`config.mk`:
```
export PLATFORM = sky130hd
export DESIGN_NAME = triangular_matrix_product
export DESIGN_NICKNAME = d
export VERILOG_FILES = /design/src/sv/trimp_pkg.sv /design/src/sv/triangular_matrix_product.sv /design/src/sv/trimp_ram.sv /design/src/sv/trimp_fifo.sv /design/src/sv/trimp_front.sv /design/src/sv/trimp_back.sv
export VERILOG_INCLUDE_DIRS = /design/src /design/src/sv
export SDC_FILE = /design/constraint.sdc
export NUM_CORES = 2
export LEC_CHECK = 0
export CAP_MARGIN = 30
export CORE_MARGIN = 2
export CORE_UTILIZATION = 45
export CTS_CLUSTER_SIZE = 20
export DETAILED_ROUTE_END_ITERATION = 10
export DONT_BUFFER_PORTS = 1
export HOLD_SLACK_MARGIN = 0.15
export PLACE_DENSITY_LB_ADDON = 0.2
export SLEW_MARGIN = 20
export SYNTH_ARGS = -nofsm -noshare
export SYNTH_HDL_FRONTEND = slang
export SYNTH_HIERARCHICAL = 1
export SYNTH_MEMORY_MAX_BITS = 65536
export SYNTH_SLANG_ARGS = --single-unit
```
`constraint.sdc`:
```
create_clock -name clk -period 8.3 [get_ports clk]
set_clock_uncertainty 0.15 [all_clocks]
set_input_delay 1.66 -clock clk [delete_from_list [all_inputs] [get_ports clk]]
set_output_delay 1.66 -clock clk [all_outputs]
set_load 0.02 [all_outputs]
```
`src/sv/triangular_matrix_product_macros.svh`:
```
`ifndef TRIANGULAR_MATRIX_PRODUCT_MACROS_SVH
`define TRIANGULAR_MATRIX_PRODUCT_MACROS_SVH

// same-cycle implication, sampled on clk, off while rst_n is low
`define TRIMP_ASSERT_NOW(name, ante, cons, msg) \
  name: assert property (@(posedge clk) disable iff (!rst_n) (ante) |-> (cons)) \
    else $error(msg);

// next-cycle implication
`define TRIMP_ASSERT_NEXT(name, ante, cons, msg) \
  name: assert property (@(posedge clk) disable iff (!rst_n) (ante) |=> (cons)) \
    else $error(msg);

`endif

```
`src/sv/trimp_pkg.sv`:
```
package trimp_pkg;

  localparam int unsigned MAX_SIZE_DEF  = 16;
  localparam int unsigned ELEM_BITS_DEF = 16;
  localparam int unsigned QUEUE_DEPTH   = 2;

  localparam int unsigned OPC_W   = 2;
  localparam int unsigned IDX_W   = 4;
  localparam int unsigned SIZE_W  = 5;
  localparam int unsigned VALUE_W = 16;
  localparam int unsigned PROD_W  = 36;
  localparam int unsigned TRI_W   = 8;
  localparam int unsigned APB_DW  = 32;
  localparam int unsigned APB_AW  = 3;

  localparam logic [OPC_W-1:0] OPC_WR_LOWER = 2'd0;
  localparam logic [OPC_W-1:0] OPC_WR_UPPER = 2'd1;
  localparam logic [OPC_W-1:0] OPC_QUERY    = 2'd2;

  localparam logic [APB_AW-3:0] REG_MATRIX_SIZE = '0;
  localparam logic [SIZE_W-1:0] SIZE_RESET      = 5'd16;

  typedef enum logic [1:0] {
    CMD_WR_LOWER,
    CMD_WR_UPPER,
    CMD_QUERY
  } cmd_kind_t;

  typedef struct packed {
    cmd_kind_t          kind;
    logic [IDX_W-1:0]   row;
    logic [IDX_W-1:0]   col;
    logic               zero;
  } cmd_ctl_t;

  // packed triangular address: big*(big+1)/2 + sml
  function automatic logic [TRI_W-1:0] tri_index(input logic [IDX_W-1:0] big,
                                                 input logic [IDX_W-1:0] sml);
    logic [TRI_W:0] prod;
    prod = {5'b0, big} * ({5'b0, big} + 9'd1);
    return TRI_W'(prod >> 1) + TRI_W'(sml);
  endfunction

endpackage

```
`src/sv/triangular_matrix_product.sv`:
```
// Triangular matrix product: holds a lower matrix L and an upper matrix U in two packed
// single-port-write RAMs and answers queries for one element of L*U. A front stage takes
// the input beat, drops writes outside the triangle or the size in use, and
// queues the rest in a two-entry command queue; the back stage executes them in order.
// A write leaves the queue as soon as the back stage is idle. A query walks its terms
// through one shared multiply-accumulate, one term per cycle, in the back stage: RAM
// read and multiplier, drain, then result load; a query outside the size in use skips
// straight to the result load and returns zero. The result sits in an output register,
// so input beats keep flowing into the queue while it waits. The stores are not cleared
// by reset: every entry a query touches must have been written first.
module triangular_matrix_product #(
  parameter int unsigned MAX_SIZE  = trimp_pkg::MAX_SIZE_DEF,
  parameter int unsigned ELEM_BITS = trimp_pkg::ELEM_BITS_DEF
) (
  input  logic                                 clk,
  input  logic                                 rst_n,
  input  logic                                 in_valid,
  output logic                                 in_ready,
  input  logic [trimp_pkg::OPC_W-1:0]          in_opcode,
  input  logic [trimp_pkg::IDX_W-1:0]          in_row,
  input  logic [trimp_pkg::IDX_W-1:0]          in_col,
  input  logic signed [trimp_pkg::VALUE_W-1:0] in_value,
  output logic                                 out_valid,
  input  logic                                 out_ready,
  output logic signed [trimp_pkg::PROD_W-1:0]  out_product,
  input  logic                                 psel,
  input  logic                                 penable,
  input  logic                                 pwrite,
  input  logic [trimp_pkg::APB_AW-1:0]         paddr,
  input  logic [trimp_pkg::APB_DW-1:0]         pwdata,
  output logic [trimp_pkg::APB_DW-1:0]         prdata,
  output logic                                 pready
);

  localparam int unsigned DEPTH = MAX_SIZE * (MAX_SIZE + 1) / 2;
  localparam int unsigned AW    = (DEPTH > 1) ? $clog2(DEPTH) : 1;
  localparam int unsigned CTL_W = $bits(trimp_pkg::cmd_ctl_t);
  localparam int unsigned QW    = CTL_W + ELEM_BITS;

  logic                        q_not_full, q_push, q_not_empty, q_pop;
  trimp_pkg::cmd_ctl_t         f_ctl, b_ctl;
  logic [ELEM_BITS-1:0]        f_data, b_data;
  logic [QW-1:0]               q_dout;

  logic                        l_we, u_we;
  logic [AW-1:0]               l_waddr, l_raddr, u_waddr, u_raddr;
  logic [ELEM_BITS-1:0]        l_wdata, l_rdata, u_wdata, u_rdata;

  trimp_front #(
    .MAX_SIZE  (MAX_SIZE),
    .ELEM_BITS (ELEM_BITS)
  ) u_front (
    .clk        (clk),
    .rst_n      (rst_n),
    .in_valid   (in_valid),
    .in_ready   (in_ready),
    .in_opcode  (in_opcode),
    .in_row     (in_row),
    .in_col     (in_col),
    .in_value   (in_value),
    .psel       (psel),
    .penable    (penable),
    .pwrite     (pwrite),
    .paddr      (paddr),
    .pwdata     (pwdata),
    .prdata     (prdata),
    .pready     (pready),
    .q_not_full (q_not_full),
    .q_push     (q_push),
    .q_ctl      (f_ctl),
    .q_data     (f_data)
  );

  trimp_fifo #(
    .WIDTH (QW),
    .DEPTH (trimp_pkg::QUEUE_DEPTH)
  ) u_queue (
    .clk       (clk),
    .rst_n     (rst_n),
    .push      (q_push),
    .din       ({f_ctl, f_data}),
    .not_full  (q_not_full),
    .pop       (q_pop),
    .not_empty (q_not_empty),
    .dout      (q_dout)
  );

  assign b_ctl  = q_dout[QW-1:ELEM_BITS];
  assign b_data = q_dout[ELEM_BITS-1:0];

  trimp_back #(
    .MAX_SIZE  (MAX_SIZE),
    .ELEM_BITS (ELEM_BITS)
  ) u_back (
    .clk         (clk),
    .rst_n       (rst_n),
    .cmd_valid   (q_not_empty),
    .cmd_ctl     (b_ctl),
    .cmd_data    (b_data),
    .cmd_pop     (q_pop),
    .l_we        (l_we),
    .l_waddr     (l_waddr),
    .l_wdata     (l_wdata),
    .l_raddr     (l_raddr),
    .l_rdata     (l_rdata),
    .u_we        (u_we),
    .u_waddr     (u_waddr),
    .u_wdata     (u_wdata),
    .u_raddr     (u_raddr),
    .u_rdata     (u_rdata),
    .out_valid   (out_valid),
    .out_ready   (out_ready),
    .out_product (out_product)
  );

  trimp_ram #(
    .WIDTH (ELEM_BITS),
    .DEPTH (DEPTH)
  ) u_lower_ram (
    .clk   (clk),
    .we    (l_we),
    .waddr (l_waddr),
    .wdata (l_wdata),
    .raddr (l_raddr),
    .rdata (l_rdata)
  );

  trimp_ram #(
    .WIDTH (ELEM_BITS),
    .DEPTH (DEPTH)
  ) u_upper_ram (
    .clk   (clk),
    .we    (u_we),
    .waddr (u_waddr),
    .wdata (u_wdata),
    .raddr (u_raddr),
    .rdata (u_rdata)
  );

endmodule

```
`src/sv/trimp_ram.sv`:
```
module trimp_ram #(
  parameter int unsigned WIDTH = 16,
  parameter int unsigned DEPTH = 136,
  localparam int unsigned AW   = (DEPTH > 1) ? $clog2(DEPTH) : 1
) (
  input  logic             clk,
  input  logic             we,
  input  logic [AW-1:0]    waddr,
  input  logic [WIDTH-1:0] wdata,
  input  logic [AW-1:0]    raddr,
  output logic [WIDTH-1:0] rdata
);

  logic [WIDTH-1:0] mem_r [DEPTH];
  logic [WIDTH-1:0] rdata_r;

  always_ff @(posedge clk) begin
    if (we) begin
      mem_r[waddr] <= wdata;
    end
    rdata_r <= mem_r[raddr];
  end

  assign rdata = rdata_r;

endmodule

```
`src/sv/trimp_fifo.sv`:
```
`include "triangular_matrix_product_macros.svh"

module trimp_fifo #(
  parameter int unsigned WIDTH = 26,
  parameter int unsigned DEPTH = trimp_pkg::QUEUE_DEPTH
) (
  input  logic             clk,
  input  logic             rst_n,
  input  logic             push,
  input  logic [WIDTH-1:0] din,
  output logic             not_full,
  input  logic             pop,
  output logic             not_empty,
  output logic [WIDTH-1:0] dout
);

  localparam int unsigned PW = (DEPTH > 1) ? $clog2(DEPTH) : 1;
  localparam int unsigned CW = $clog2(DEPTH + 1);

  logic [WIDTH-1:0] mem_r [DEPTH];
  logic [PW-1:0]    wr_ptr_r, wr_ptr_nxt;
  logic [PW-1:0]    rd_ptr_r, rd_ptr_nxt;
  logic [CW-1:0]    count_r, count_nxt;

  assign not_full  = (count_r != CW'(DEPTH));
  assign not_empty = (count_r != '0);
  assign dout      = mem_r[rd_ptr_r];

  always_comb begin
    wr_ptr_nxt = wr_ptr_r;
    rd_ptr_nxt = rd_ptr_r;
    count_nxt  = count_r;
    if (push) begin
      wr_ptr_nxt = (wr_ptr_r == PW'(DEPTH - 1)) ? '0 : wr_ptr_r + 1'b1;
    end
    if (pop) begin
      rd_ptr_nxt = (rd_ptr_r == PW'(DEPTH - 1)) ? '0 : rd_ptr_r + 1'b1;
    end
    if (push && !pop) begin
      count_nxt = count_r + 1'b1;
    end else if (pop && !push) begin
      count_nxt = count_r - 1'b1;
    end
  end

  always_ff @(posedge clk) begin
    if (!rst_n) begin
      wr_ptr_r <= '0;
      rd_ptr_r <= '0;
      count_r  <= '0;
    end else begin
      wr_ptr_r <= wr_ptr_nxt;
      rd_ptr_r <= rd_ptr_nxt;
      count_r  <= count_nxt;
    end
  end

  always_ff @(posedge clk) begin
    if (push) begin
      mem_r[wr_ptr_r] <= din;
    end
  end

  `TRIMP_ASSERT_NOW(a_no_pop_empty, pop, count_r != '0, "queue popped while empty")
  `TRIMP_ASSERT_NOW(a_no_push_full, push, count_r != CW'(DEPTH), "queue pushed while full")
  `TRIMP_ASSERT_NEXT(a_push_holds, push && !pop, count_r != '0, "queue lost a pushed beat")

endmodule

```
`src/sv/trimp_front.sv`:
```
module trimp_front #(
  parameter int unsigned MAX_SIZE  = trimp_pkg::MAX_SIZE_DEF,
  parameter int unsigned ELEM_BITS = trimp_pkg::ELEM_BITS_DEF
) (
  input  logic                                 clk,
  input  logic                                 rst_n,
  input  logic                                 in_valid,
  output logic                                 in_ready,
  input  logic [trimp_pkg::OPC_W-1:0]          in_opcode,
  input  logic [trimp_pkg::IDX_W-1:0]          in_row,
  input  logic [trimp_pkg::IDX_W-1:0]          in_col,
  input  logic signed [trimp_pkg::VALUE_W-1:0] in_value,
  input  logic                                 psel,
  input  logic                                 penable,
  input  logic                                 pwrite,
  input  logic [trimp_pkg::APB_AW-1:0]         paddr,
  input  logic [trimp_pkg::APB_DW-1:0]         pwdata,
  output logic [trimp_pkg::APB_DW-1:0]         prdata,
  output logic                                 pready,
  input  logic                                 q_not_full,
  output logic                                 q_push,
  output trimp_pkg::cmd_ctl_t                  q_ctl,
  output logic [ELEM_BITS-1:0]                 q_data
);

  localparam int unsigned SW = trimp_pkg::SIZE_W;

  logic [SW-1:0]                 size_r, size_nxt;
  logic [SW-1:0]                 n_used;
  logic                          accept;
  logic                          row_in, col_in;
  logic                          reg_hit;
  logic signed [31:0]            value_ext;

  assign pready  = 1'b1;
  assign reg_hit = (paddr[trimp_pkg::APB_AW-1:2] == trimp_pkg::REG_MATRIX_SIZE);
  assign prdata  = reg_hit ? trimp_pkg::APB_DW'(size_r) : '0;

  always_comb begin
    size_nxt = size_r;
    if (psel && penable && pwrite && pready && reg_hit) begin
      size_nxt = pwdata[SW-1:0];
    end
  end

  always_ff @(posedge clk) begin
    if (!rst_n) begin
      size_r <= trimp_pkg::SIZE_RESET;
    end else begin
      size_r <= size_nxt;
    end
  end

  // size in use saturates at MAX_SIZE
  assign n_used    = (32'(size_r) > MAX_SIZE) ? SW'(MAX_SIZE) : size_r;
  assign row_in    = ({1'b0, in_row} < n_used);
  assign col_in    = ({1'b0, in_col} < n_used);
  assign accept    = in_valid && in_ready;
  assign in_ready  = q_not_full;
  assign value_ext = 32'(in_value);
  assign q_data    = value_ext[ELEM_BITS-1:0];

  always_comb begin
    q_push     = 1'b0;
    q_ctl.kind = trimp_pkg::CMD_QUERY;
    q_ctl.row  = in_row;
    q_ctl.col  = in_col;
    q_ctl.zero = !(row_in && col_in);
    unique case (in_opcode)
      trimp_pkg::OPC_WR_LOWER: begin
        q_ctl.kind = trimp_pkg::CMD_WR_LOWER;
        q_push     = accept && (in_row >= in_col) && row_in;
      end
      trimp_pkg::OPC_WR_UPPER: begin
        q_ctl.kind = trimp_pkg::CMD_WR_UPPER;
        q_push     = accept && (in_row <= in_col) && col_in;
      end
      trimp_pkg::OPC_QUERY: begin
        q_push = accept;
      end
      default: begin
        q_push = 1'b0;
      end
    endcase
  end

endmodule

```
`src/sv/trimp_back.sv`:
```
`include "triangular_matrix_product_macros.svh"

module trimp_back #(
  parameter int unsigned MAX_SIZE  = trimp_pkg::MAX_SIZE_DEF,
  parameter int unsigned ELEM_BITS = trimp_pkg::ELEM_BITS_DEF,
  localparam int unsigned DEPTH    = MAX_SIZE * (MAX_SIZE + 1) / 2,
  localparam int unsigned AW       = (DEPTH > 1) ? $clog2(DEPTH) : 1
) (
  input  logic                                clk,
  input  logic                                rst_n,
  input  logic                                cmd_valid,
  input  trimp_pkg::cmd_ctl_t                 cmd_ctl,
  input  logic [ELEM_BITS-1:0]                cmd_data,
  output logic                                cmd_pop,
  output logic                                l_we,
  output logic [AW-1:0]                       l_waddr,
  output logic [ELEM_BITS-1:0]                l_wdata,
  output logic [AW-1:0]                       l_raddr,
  input  logic [ELEM_BITS-1:0]                l_rdata,
  output logic                                u_we,
  output logic [AW-1:0]                       u_waddr,
  output logic [ELEM_BITS-1:0]                u_wdata,
  output logic [AW-1:0]                       u_raddr,
  input  logic [ELEM_BITS-1:0]                u_rdata,
  output logic                                out_valid,
  input  logic                                out_ready,
  output logic signed [trimp_pkg::PROD_W-1:0] out_product
);

  localparam int unsigned IW = trimp_pkg::IDX_W;
  localparam int unsigned PW = trimp_pkg::PROD_W;
  localparam int unsigned MW = 2 * ELEM_BITS;

  typedef enum logic [1:0] {ST_IDLE, ST_ISSUE, ST_DRAIN, ST_DONE} state_t;

  state_t                state_r;
  logic [IW-1:0]         row_r, col_r, last_r, k_r;
  logic                  rd_v_r, mul_v_r, out_valid_r;
  logic [PW-1:0]         out_product_r;
  logic signed [MW-1:0]  mul_r;
  logic [PW-1:0]         acc_r;
  logic signed [63:0]    mul_ext;
  logic                  idle_head;
  logic                  is_query;

  assign idle_head = cmd_valid && (state_r == ST_IDLE);
  assign is_query  = (cmd_ctl.kind == trimp_pkg::CMD_QUERY);
  assign cmd_pop   = idle_head;

  assign l_we    = idle_head && (cmd_ctl.kind == trimp_pkg::CMD_WR_LOWER);
  assign u_we    = idle_head && (cmd_ctl.kind == trimp_pkg::CMD_WR_UPPER);
  assign l_waddr = AW'(trimp_pkg::tri_index(cmd_ctl.row, cmd_ctl.col));
  assign u_waddr = AW'(trimp_pkg::tri_index(cmd_ctl.col, cmd_ctl.row));
  assign l_wdata = cmd_data;
  assign u_wdata = cmd_data;
  assign l_raddr = AW'(trimp_pkg::tri_index(row_r, k_r));
  assign u_raddr = AW'(trimp_pkg::tri_index(col_r, k_r));

  assign out_valid   = out_valid_r;
  assign out_product = $signed(out_product_r);

  always_ff @(posedge clk) begin
    if (!rst_n) begin
      state_r     <= ST_IDLE;
      rd_v_r      <= 1'b0;
      mul_v_r     <= 1'b0;
      out_valid_r <= 1'b0;
    end else begin
      rd_v_r  <= (state_r == ST_ISSUE);
      mul_v_r <= rd_v_r;
      if (out_valid_r && out_ready && (state_r != ST_DONE)) begin
        out_valid_r <= 1'b0;
      end
      unique case (state_r)
        ST_IDLE: begin
          if (idle_head && is_query) begin
            row_r   <= cmd_ctl.row;
            col_r   <= cmd_ctl.col;
            last_r  <= (cmd_ctl.row < cmd_ctl.col) ? cmd_ctl.row : cmd_ctl.col;
            k_r     <= '0;
            state_r <= cmd_ctl.zero ? ST_DONE : ST_ISSUE;
          end
        end
        ST_ISSUE: begin
          if (k_r == last_r) begin
            state_r <= ST_DRAIN;
          end else begin
            k_r <= k_r + 1'b1;
          end
        end
        ST_DRAIN: begin
          if (!rd_v_r && !mul_v_r) begin
            state_r <= ST_DONE;
          end
        end
        ST_DONE: begin
          if (!out_valid_r || out_ready) begin
            out_valid_r   <= 1'b1;
            out_product_r <= acc_r;
            state_r       <= ST_IDLE;
          end
        end
        default: begin
          state_r <= ST_IDLE;
        end
      endcase
    end
  end

  assign mul_ext = 64'(mul_r);

  always_ff @(posedge clk) begin
    mul_r <= $signed(l_rdata) * $signed(u_rdata);
    if (idle_head && is_query) begin
      acc_r <= '0;
    end else if (mul_v_r) begin
      acc_r <= acc_r + mul_ext[PW-1:0];
    end
  end

  `TRIMP_ASSERT_NOW(a_write_idle, l_we || u_we, state_r == ST_IDLE, "store write outside idle")
  `TRIMP_ASSERT_NOW(a_issue_bound, state_r == ST_ISSUE, k_r <= last_r, "term index past diagonal")
  `TRIMP_ASSERT_NOW(a_done_drained, state_r == ST_DONE, !rd_v_r && !mul_v_r,
                    "result taken before pipeline drained")

endmodule
```
==> impl_metrics.tcl <==
set metrics [dict create \
    ios 139 \
    netlist_area_sq_um 191000 \
    hold_class "reg -> reg" \
    nNetsFinal 11300 \
    setup_viol_count_final 0 \
    first_pass_iters 5 \
    drt-initial-drc-count 11300 \
    grt-ovfl-total 0 \
    clock-sinks 4573 \
    drc 0 \
    wl_um 508000 \
    critPathArrivalTime_ns 8.04 \
    met1_length_um 211000 \
    period_share_pct 91.2 \
    synthTopCellsByCount "edfxtp_1 (4458), mux4_2 (852), mux2i_1 (694)" \
    ys_top_cells_by_area "edfxtp_1 (70%), mux4_2 (10%), mux2i_1 (3.6%)" \
    wl_per_cell_um 30.2 \
    cts_tree "yes" \
    synth_most_common_cell "edfxtp_1" \
    die_area_sq_um 431000 \
    final_area_sq_um 216000 \
    status "complete, no violations" \
    std_cell_rows 239 \
    antenna_found_initial 39 \
    min_period_ns 7.57 \
    cts_made_buffers 459 \
    clockBufferDepth 4 \
    end_kind "flip-flop" \
    cp_cell_sequence "buf_4 -> mux2_1 -> ha_1 -> inv_1 -> ha_1 -> nand2b_1 -> fa_1 -> fa_1 -> fa_1 -> inv_1 -> ha_1 -> a21o_1 -> a21oi_1 -> nor2_1 -> xor2_1 -> nor2b_1 -> nand2_1 -> nor2_1 -> buf_4" \
    grt_max_degree 163 \
    drive_above_1_share_pct 20.5 \
    port_buffers 0 \
    async_flop_share_pct 0 \
    tightest_slew_ns 1.29 \
    tns_ns 0 \
    synth.largest_area_cell "edfxtp_1" \
    wl_met3_um 43500 \
    holdWs_ns 0.323 \
    place_congestion 0.883 \
    synth.top_cell.area_share_pct 69.9 \
    synth-edff-count 4458 \
    slew_viol_final 0 \
    max_stage_delay_ns 0.75 \
    core_sq_um 424000 \
    placed_area_sq_um 200000 \
    cts.reportedPaths.clkPinSlew_ns 0.07 \
    worstSkewPairLatency_ns 1.03 \
    post_cts_buffers 0 \
    synth_seq_area_share_pct 71.1 \
    htreeDepth 5 \
    synthCells 10200 \
    hold_viol 0 \
    cts_resized 0 \
    max_cap_violations 0 \
    multi_input_area_sq_um 50700 \
    initial_core_util_pct 45.2 \
    avgSynthCellArea_sq_um 18.8 \
    syn_to_final_growth_pct 12.6 \
    dr_wl_met2_um 239000 \
    vias_per_cell 5.93 \
    cp_slowest_cell "nor2_1" \
    postRouteAntennaNets 0 \
    hpwl_um 315000 \
    highest_layer "met5" \
    worstPathRequired_ns 8.77 \
    crit_type "reg -> reg" \
    grt_usage_pct 23.2 \
    maxSlewHeadroom_pct 13.8 \
    start_kind "flip-flop" \
    n_fill_cell 33800 \
    die_y_um 656 \
    vias 99500 \
    crit_path_max_fanout 16 \
    fmaxAchievable_ghz 0.132 \
    yosys_warnings 6 \
    dieWidth_um 656 \
    seqCellArea_sq_um 136000 \
    grt_pass1_vias 99600 \
    rsz0062_at_grt "false" \
    synth_cell_type_count 90 \
    ys.flop_type "edfxtp_1" \
    grt_pass1_wl_um 724000 \
    cts-root-buf "clkbuf_16" \
    ys_seq_elements 4573 \
    hold_buffers 0 \
]
layer usage:
layer | GRT usage [%] | vias to the layer above
li1 | - | 41400
met1 | 33.1 | 53300
met2 | 36.9 | 4087
met3 | 4.27 | 729
met4 | 6.25 | 6
met5 | 0 | -
final timing paths:
check | start | to | slack (ns) | depth (start not counted)
worst max-delay path | flip-flop | u_lower_ram/mem_r[72][3]$_DFFE_PP_ | 0.73 | 19
worst min-delay path | u_back/rd_v_r$_SDFF_PN0_ | u_back/mul_v_r$_SDFF_PN0_ | 0.32 | 1
worst max register to register | flip-flop | u_lower_ram/mem_r[72][3]$_DFFE_PP_ | 0.73 | 19
worst min register to register | u_back/rd_v_r$_SDFF_PN0_ | u_back/mul_v_r$_SDFF_PN0_ | 0.32 | 1
layout by cell type, fill, tap and decap left out, types with 64 or more instances in the layout:
| master | netlist | layout |
|---|---|---|
| clkinv_1 | 0 | 99 |
| nor2_1 | 425 | 340 |
| nand2_1 | 422 | 422 |
| nor2_2 | 0 | 83 |
| buf_4 | 131 | 532 |
| inv_1 | 422 | 420 |
| clkbuf_16 | 0 | 464 |
| and2_1 | 156 | 154 |
| xnor2_1 | 79 | 73 |
| dfxtp_1 | 115 | 113 |
| mux2i_1 | 694 | 694 |
| a22oi_1 | 134 | 134 |
| a31oi_1 | 73 | 73 |
| edfxtp_1 | 4458 | 4458 |
| clkinv_2 | 0 | 88 |
| nor2b_1 | 84 | 79 |
| a21oi_1 | 203 | 203 |
| o211ai_1 | 77 | 77 |
| mux4_2 | 852 | 852 |
| nand2b_1 | 64 | 64 |
| fa_1 | 291 | 289 |
| ha_1 | 221 | 219 |
| o21ai_0 | 126 | 123 |
| clkbuf_1 | 206 | 100 |
registers in the layout, summed over array words and instances (netlist names), 2 cells and up, named ones only:
| name | cells |
|---|---|
| u_back/acc_r | 36 |
| u_back/col_r | 4 |
| u_back/k_r | 4 |
| u_back/last_r | 4 |
| u_back/mul_r | 32 |
| u_back/out_product | 36 |
| u_back/row_r | 4 |
| u_back/state_r | 2 |
| u_front/size_r | 5 |
| u_lower_ram/mem_r | 2176 |
| u_lower_ram/rdata | 16 |
| u_queue/count_r | 2 |
| u_queue/mem_r | 54 |
| u_upper_ram/mem_r | 2176 |
| u_upper_ram/rdata | 16 |
kinds of logic (layout without fill, tap and decap cells):
kind of cell    Yosys count  in the layout  share of synthesized area, %
fa+ha+maj               512            512                          4.49
compound gates         1023           1023                          3.65
mux                    1605           1605                          14.1
simple gates           1366           1366                          3.32
xor+xnor                118            118                         0.540
flops                  4573           4573                          71.1
other cells               2             60                       0.00392
buf+inv                1000           1865                          2.79
layout make-up:
| type | count | area share [%] |
|---|---|---|
| Timing Repair Buffer | 596 | 2.38 |
| Tap cell | 5663 | 3.29 |
| Sequential cell | 4573 | 63.1 |
| Clock buffer | 570 | 5.60 |
| Antenna cell | 32 | 0.0371 |
| Multi-Input combinational cell | 4652 | 23.5 |
| Clock inverter | 275 | 1.29 |
| Inverter | 424 | 0.739 |
worst max-delay path, delay by kind of cell, from the launching register on:
kind / cells / cell delay [ns]
AO/OA/AOI/OAI: 2 / 0.42
XOR/XNOR: 1 / 0.31
adder cells (fa/ha/maj): 6 / 2.45
buffers and inverters: 4 / 0.83
flip-flops: 1 / 0.55
multiplexers: 1 / 0.58
AND/OR/NAND/NOR: 5 / 1.94
per-stage QoR:
stage               std cells  util, %  setup WS [ns]
floorplan               10200        -           1.99
finish                  16800     50.9          0.731
global route            16800     50.9          0.282
global placement        15900     47.3          0.718
detailed placement      15900     47.3          0.675
CTS                     16700     50.8          0.659
Power is not shown: default switching activity piles up to over one toggle a cycle in this logic, so the estimate is an artifact.
